File: src/hdl/htd_pkg.sv
// constants and widths for the hash thread dispatch block
// fnv-1a parameters, field widths and pipeline partitioning; no dependencies
package htd_pkg;

  localparam int unsigned VT_WIDTH = 32;  // virtual thread id
  localparam int unsigned WC_WIDTH = 11;  // worker count register
  localparam int unsigned WI_WIDTH = 10;  // worker index result

  localparam int unsigned S_TDATA_WIDTH = 32;
  localparam int unsigned M_TDATA_WIDTH = 16;

  localparam logic [VT_WIDTH-1:0] FNV_BASIS = 32'd2166136261;
  localparam logic [VT_WIDTH-1:0] FNV_PRIME = 32'd16777619;
  localparam int unsigned BYTE_WIDTH = 8;

  localparam int unsigned MAX_WORKERS_DEF = 1024;

  // one byte folded in per hash stage, four remainder bits per divide stage
  localparam int unsigned HASH_STAGES   = VT_WIDTH / BYTE_WIDTH;
  localparam int unsigned DIV_BITS      = 4;
  localparam int unsigned DIV_STAGES    = VT_WIDTH / DIV_BITS;
  localparam int unsigned NUM_STAGES    = HASH_STAGES + DIV_STAGES;

endpackage

File: src/hdl/hash_thread_dispatch_unit.sv
// hash thread dispatch: fnv-1a 32-bit hash of a thread id, modulo worker count
// depends on htd_pkg for constants and widths
//
// usage:
//   slave stream (s_axis_*) carries one 32-bit virtual thread id per word.
//   master stream (m_axis_*) returns one worker index per input word, in order.
//   cfg_we_i / cfg_wdata_i load the worker count; write it only while the
//   pipeline is empty. zero is taken as one, values above MAX_WORKERS are
//   clamped to MAX_WORKERS.
// stages: an accepted input word passes 4 hash stages, one 32x32
//   multiply each, then 8 remainder stages of 4 compare-subtract steps each,
//   on its way to m_axis.
// throughput: one word per cycle while m_axis is not stalled; every stage is a register with a valid bit.
// stall: each stage holds while the stage after it is full and not moving,
//   so bubbles are squeezed out and the input keeps being taken until the
//   pipeline is full; nothing is dropped or repeated.
// reset: all valid bits clear, worker count returns to one.
module hash_thread_dispatch_unit
  import htd_pkg::*;
#(
  parameter int unsigned MAX_WORKERS = MAX_WORKERS_DEF
) (
  input  logic                     clk_i,
  input  logic                     rst_ni,
  // configuration: worker count
  input  logic                     cfg_we_i,
  input  logic [WC_WIDTH-1:0]      cfg_wdata_i,
  // input stream
  input  logic                     s_axis_tvalid,
  output logic                     s_axis_tready,
  input  logic [S_TDATA_WIDTH-1:0] s_axis_tdata,   // [31:0] virtual_thread
  // output stream
  output logic                     m_axis_tvalid,
  input  logic                     m_axis_tready,
  output logic [M_TDATA_WIDTH-1:0] m_axis_tdata    // [9:0] worker_index, [15:10] zero
);

  localparam logic [31:0]         MaxWorkers32 = 32'(MAX_WORKERS);
  localparam logic [WC_WIDTH-1:0] MaxWorkersWc = WC_WIDTH'(MAX_WORKERS);

  // effective divisor, already clamped to 1..MAX_WORKERS
  logic [WC_WIDTH-1:0] div_d, div_q;

  // per-stage valid bits and handshake
  logic [NUM_STAGES-1:0] vld_q;
  logic [NUM_STAGES-1:0] rdy;

  // hash stages: running hash; later stages reuse it as the shifting dividend
  logic [VT_WIDTH-1:0] hash_q [NUM_STAGES-1];
  // thread id bytes still to be folded in
  logic [VT_WIDTH-1:0] vt_q   [HASH_STAGES-1];
  // partial remainder in the divide stages
  logic [WC_WIDTH-1:0] rem_q  [DIV_STAGES];

  // -------------------------------------------------------------------------
  // worker count register
  // -------------------------------------------------------------------------
  always_comb begin
    div_d = div_q;
    if (cfg_we_i) begin
      if (cfg_wdata_i == '0) begin
        div_d = WC_WIDTH'(1);
      end else if (32'(cfg_wdata_i) > MaxWorkers32) begin
        div_d = MaxWorkersWc;
      end else begin
        div_d = cfg_wdata_i;
      end
    end
  end

  always_ff @(posedge clk_i or negedge rst_ni) begin
    if (!rst_ni) begin
      div_q <= WC_WIDTH'(1);
    end else begin
      div_q <= div_d;
    end
  end

  // -------------------------------------------------------------------------
  // ready chain: a stage moves when it is empty or the next one moves
  // -------------------------------------------------------------------------
  always_comb begin
    rdy[NUM_STAGES-1] = !vld_q[NUM_STAGES-1] || m_axis_tready;
    for (int s = NUM_STAGES - 2; s >= 0; s--) begin
      rdy[s] = !vld_q[s] || rdy[s+1];
    end
  end

  assign s_axis_tready = rdy[0];

  // valid bits
  always_ff @(posedge clk_i or negedge rst_ni) begin
    if (!rst_ni) begin
      vld_q <= '0;
    end else begin
      if (rdy[0]) begin
        vld_q[0] <= s_axis_tvalid;
      end
      for (int s = 1; s < NUM_STAGES; s++) begin
        if (rdy[s]) begin
          vld_q[s] <= vld_q[s-1];
        end
      end
    end
  end

  // -------------------------------------------------------------------------
  // datapath stages
  // -------------------------------------------------------------------------
  for (genvar s = 0; s < NUM_STAGES; s++) begin : g_stage
    logic load;

    if (s == 0) begin : g_load_first
      assign load = rdy[s] && s_axis_tvalid;
    end else begin : g_load_rest
      assign load = rdy[s] && vld_q[s-1];
    end

    if (s < HASH_STAGES) begin : g_hash
      // xor in byte s, then multiply by the prime, modulo 2^32
      logic [VT_WIDTH-1:0] h_in, vt_in, h_next;

      if (s == 0) begin : g_src_in
        assign h_in  = FNV_BASIS;
        assign vt_in = s_axis_tdata[VT_WIDTH-1:0];
      end else begin : g_src_prev
        assign h_in  = hash_q[s-1];
        assign vt_in = vt_q[s-1];
      end

      assign h_next = VT_WIDTH'((h_in ^ VT_WIDTH'(vt_in[s*BYTE_WIDTH +: BYTE_WIDTH]))
                                * FNV_PRIME);

      always_ff @(posedge clk_i) begin
        if (load) begin
          hash_q[s] <= h_next;
        end
      end

      if (s < HASH_STAGES - 1) begin : g_vt
        always_ff @(posedge clk_i) begin
          if (load) begin
            vt_q[s] <= vt_in;
          end
        end
      end
    end else begin : g_div
      // restoring remainder, DIV_BITS dividend bits per stage, msb first
      logic [WC_WIDTH-1:0] r_in, r_out;
      logic [VT_WIDTH-1:0] dvd_out;

      if (s == HASH_STAGES) begin : g_rem_first
        assign r_in = '0;
      end else begin : g_rem_prev
        assign r_in = rem_q[s-HASH_STAGES-1];
      end

      always_comb begin
        logic [WC_WIDTH:0]   r_w;
        logic [WC_WIDTH-1:0] r;
        logic [VT_WIDTH-1:0] dvd;
        r   = r_in;
        dvd = hash_q[s-1];
        for (int j = 0; j < DIV_BITS; j++) begin
          r_w = {r, dvd[VT_WIDTH-1]};
          dvd = {dvd[VT_WIDTH-2:0], 1'b0};
          if (r_w >= {1'b0, div_q}) begin
            r_w = r_w - {1'b0, div_q};
          end
          r = r_w[WC_WIDTH-1:0];
        end
        r_out   = r;
        dvd_out = dvd;
      end

      always_ff @(posedge clk_i) begin
        if (load) begin
          rem_q[s-HASH_STAGES] <= r_out;
        end
      end

      if (s < NUM_STAGES - 1) begin : g_dvd
        always_ff @(posedge clk_i) begin
          if (load) begin
            hash_q[s] <= dvd_out;
          end
        end
      end
    end
  end

  assign m_axis_tvalid = vld_q[NUM_STAGES-1];
  assign m_axis_tdata  = {(M_TDATA_WIDTH - WI_WIDTH)'(0),
                          rem_q[DIV_STAGES-1][WI_WIDTH-1:0]};

  // -------------------------------------------------------------------------
  // assertions
  // -------------------------------------------------------------------------
  a_div_nonzero : assert property (@(posedge clk_i) disable iff (!rst_ni)
    div_q != '0)
    else $error("worker count divisor is zero");

  a_rem_below_div : assert property (@(posedge clk_i) disable iff (!rst_ni)
    vld_q[NUM_STAGES-1] |-> (rem_q[DIV_STAGES-1] < div_q))
    else $error("result not below worker count");

  a_accept_fills : assert property (@(posedge clk_i) disable iff (!rst_ni)
    (s_axis_tvalid && s_axis_tready) |=> vld_q[0])
    else $error("accepted word missing from first stage");

  a_empty_ready : assert property (@(posedge clk_i) disable iff (!rst_ni)
    !vld_q[0] |-> s_axis_tready)
    else $error("empty first stage refuses input");

endmodule

File: config.mk
export PLATFORM = sky130hd
export DESIGN_NAME = hash_thread_dispatch_unit
export DESIGN_NICKNAME = d
export VERILOG_FILES = /design/src/hdl/htd_pkg.sv /design/src/hdl/hash_thread_dispatch_unit.sv
export SDC_FILE = /design/constraint.sdc
export NUM_CORES = 2
export LEC_CHECK = 0
export ABC_CLOCK_PERIOD_IN_PS = 10320
export BUFFER_PORTS_ARGS = -buffer_cell sky130_fd_sc_hd__buf_2
export CORE_ASPECT_RATIO = 0.75
export CORE_UTILIZATION = 60
export DETAILED_ROUTE_END_ITERATION = 7
export PLACE_DENSITY = 0.85
export SLEW_MARGIN = 10
export SYNTH_ARGS = -nofsm -noshare
export SYNTH_HDL_FRONTEND = slang
export SYNTH_SLANG_ARGS = --single-unit
File: constraint.sdc
create_clock -name clk_i -period 10.32 [get_ports clk_i]
set_input_delay 2.064 -clock clk_i [delete_from_list [all_inputs] [get_ports clk_i]]
set_output_delay 2.064 -clock clk_i [all_outputs]
set_load 0.01 [all_outputs]
==> reports/metrics.csv <==
stage,metric,value,unit
grt,number of global-route vias before repair,37600,
detailed_routing,Detail Route Antenna Nets,0,
worst_setup_path,Max stage delay on crit path,0.55,ns
cts,Clock Latency Late Sink,0.64,ns
detailed_routing,DR WL/cell,18.6,µm
worst_hold_path,hold crit path type,flop to flop,
final_layout,P&R area growth vs syn,7.76,%
sta,Slew HR,19.8,%
logic_synthesis,Unique masters post-synth,112,
cts,post-cts hold buffer count,0,
logic_synthesis,synthesized instance count,5268,
logic_synthesis,#FFs+latches synth,395,
floorplan,die area,85000,µm²
cts,clock transition at the registers of the reported paths,0.07,ns
detailed_routing,initial drt markers,3374,
worst_setup_path,critical path launch point type,flop,
sta,Least-Margin Pin Slew,1.20,ns
grt,first-pass GRT wire length,194000,µm
worst_setup_path,CP max stage cell,dfstp_4,
outcome,status,"finished, final reports clean",
sta,Final min period,9.91,ns
floorplan,Top-Level Pins,66,
cts,CTS tree,built,
sta,Final Skew,0.0406,ns
cts,H-Tree Depth,2,
logic_synthesis,Post-Syn Area,50300,µm²
detailed_routing,Routed WL,122000,µm
final_layout,Layout Nets,6697,
placement,Cells after DPL,6456,
worst_setup_path,kind of critical path,flop to flop,
floorplan,Die W,336,µm
logic_synthesis,"count leader, synth",inv_1,
logic_synthesis,Async SR Flop Fraction,5.82,%
worst_setup_path,CP required,10.65,ns
logic_synthesis,Synth area leader,ha_1,
floorplan,Initial Utilization,60.9,%
sta,fmax,0.101,GHz
floorplan,Core Box Area,82500,µm²
sta,Tcrit/Tclk final,96.0,%
detailed_routing,vias per inst,5.92,
logic_synthesis,"Primary FF master, synth",edfxtp_1,
detailed_routing,DRC,0,
logic_synthesis,Synth warnings,0,
detailed_routing,DR vias,38800,
grt,Tot GR Track Use,28.5,%
sta,final setup fails,0,
logic_synthesis,post-synth top area share,24.6,%
final_layout,Layout Cells excl Fill,6556,
logic_synthesis,largest cells by area after synthesis,"ha_1, edfxtp_1, fa_1, inv_1, xnor2_1",
floorplan,die height,253,µm
detailed_routing,DRT Pass-1 Iters,6,
cts,CTS buffer count,45,
grt,initial antenna violation count,0,
logic_synthesis,Post-synth EDFFs,372,
worst_setup_path,"Max FO, Critical Path",18,
cts,CTS root buf,clkbuf_16,
placement,routability congestion estimate,0.942,
worst_setup_path,crit end category,flop,
grt,GRT overflow,0,
placement,HPWL Detailed,96100,µm
logic_synthesis,mean area per synthesized cell,9.54,µm²
logic_synthesis,sequential area share after synthesis,23.4,%
flow_run,max-cap violations,0,
cts,clock sinks,395,
placement,Buffers on Ports,59,
worst_setup_path,"Arr. time, crit path",10.24,ns
final_layout,Fillers,6012,
final_layout,share of cells above drive strength 1,8.36,%
cts,Max clock buf depth,3,
logic_synthesis,synth cell count leaders,"inv_1, ha_1, edfxtp_1, nor2_1, a21oi_1",
sta,Hold Fails Final Rpt,0,
grt,largest net degree at the start of global routing,54,
final_layout,Ant. Diodes,0,
sta,Slew Limit Fails,0,
floorplan,Cell Rows,91,
worst_setup_path,"setup slack, reg-to-reg",0.41,ns
==> cell type report <==
| class | count | area (µm²) | share of cell area (%) |
|---|---|---|---|
| flip-flops and latches | 395 | 11800 | 21.7 |
| repair buffers | 137 | 963 | 1.78 |
| inverters | 1008 | 3790 | 7.00 |
| well taps | 1116 | 1400 | 2.58 |
| multi-input cells | 3817 | 34700 | 64.1 |
| clock inverters | 27 | 298 | 0.550 |
| clock buffers | 56 | 1270 | 2.35 |
==> repair_timing <==
action | 4_1_cts | 5_1_grt
gates resized for setup | 0 | 31
setup buffers | 0 | 16
setup endpoints to repair | 0 | 87
==> metal layers <==
| layer | vias to the layer above | wire length (µm) | track usage (%) |
|---|---|---|---|
| met2 | 1380 | 53400 | 44.4 |
| met5 | - | 0 | 0 |
| li1 | 18600 | - | - |
| met3 | 204 | 10200 | 4.45 |
| met4 | 0 | 2820 | 7.96 |
| met1 | 18600 | 55300 | 41.0 |
==> cells in the final DEF, fill, tap and decap left out, types with 30 or more instances in the layout <==
cell type | netlist | layout
xor2_1 | 126 | 126
or3_1 | 40 | 39
edfxtp_1 | 372 | 372
mux2_2 | 133 | 133
ha_1 | 987 | 986
nor3_1 | 90 | 90
a211oi_1 | 35 | 31
clkbuf_16 | 0 | 48
a21o_1 | 124 | 124
fa_1 | 258 | 258
nand3_1 | 63 | 63
a31oi_1 | 32 | 30
nand4_1 | 69 | 69
nand2_1 | 192 | 192
mux2i_1 | 41 | 38
a21oi_1 | 280 | 280
nor2b_1 | 63 | 60
xnor2_1 | 245 | 245
o21ai_0 | 184 | 180
a21boi_0 | 32 | 32
nor2_1 | 306 | 306
o21a_1 | 45 | 45
nand2b_1 | 51 | 50
buf_4 | 9 | 70
buf_2 | 12 | 59
inv_1 | 1008 | 999
==> state kept, by name, summed over array words and instances, names as in the netlist <==
register	flops
div_q	11
hash_q	237
rem_q	87
vld_q	12
vt_q	48
==> cells by family (layout without fill, tap and decap cells) <==
logic type,count (synthesis),count (layout),share of synthesized area (%)
adder cells (fa/ha/maj),1245,1245,34.8
buffers and inverters,1063,1228,8.05
AND/OR/NAND/NOR,1025,1026,10.2
AO/OA/AOI/OAI,984,984,13.1
flip-flops,395,395,23.4
XOR/XNOR,371,371,6.46
multiplexers,184,184,4.03
other,1,7,0.00746
==> stage by stage <==
| stage | hold WS, ns | util, % | setup WS, ns | cell area, µm² | setup TNS, ns |
|---|---|---|---|---|---|
| floorplan | 0.400 | - | 0.0211 | 50300 | 0 |
| global placement | 0.400 | 63.4 | 0.271 | 52300 | 0 |
| detailed placement | 0.405 | 63.4 | 0.0884 | 52300 | 0 |
| CTS | 0.402 | 65.3 | 0.0226 | 53900 | 0 |
| global route | 0.419 | 65.6 | -0.0519 | 54200 | -0.0679 |
| finish | 0.413 | 65.6 | 0.415 | 54200 | 0 |
==> final timing paths <==
path,end,start,depth (start not counted)
min in group asynchronous,vld_q[4]$_DFFE_PN0P_,rst_ni,1
hold / removal,vt_q[0][92]$_DFFE_PP_,vt_q[0][60]$_DFFE_PP_,0
setup reg to reg,rem_q[1][2]$_DFFE_PP_,div_q[0]$_DFFE_PN1P_,37
hold reg to reg,vt_q[0][92]$_DFFE_PP_,vt_q[0][60]$_DFFE_PP_,0
max in group asynchronous,div_q[1]$_DFFE_PN0P_,rst_ni,1
setup / recovery,rem_q[1][2]$_DFFE_PP_,div_q[0]$_DFFE_PN1P_,37
==> worst max-delay path: cells and delay by family, from the launching register on <==
family,cells,cell delay [ns]
buffers and inverters,4,0.91
AOI/OAI and AO/OA,20,4.58
and+or+nand+nor,4,0.58
adders and majority gates,5,1.66
muxes,4,1.35
DFF,1,0.55
Power is left out: the tool's default activity adds up to more than one toggle a clock period on the data nets, which glitch-free logic cannot reach.
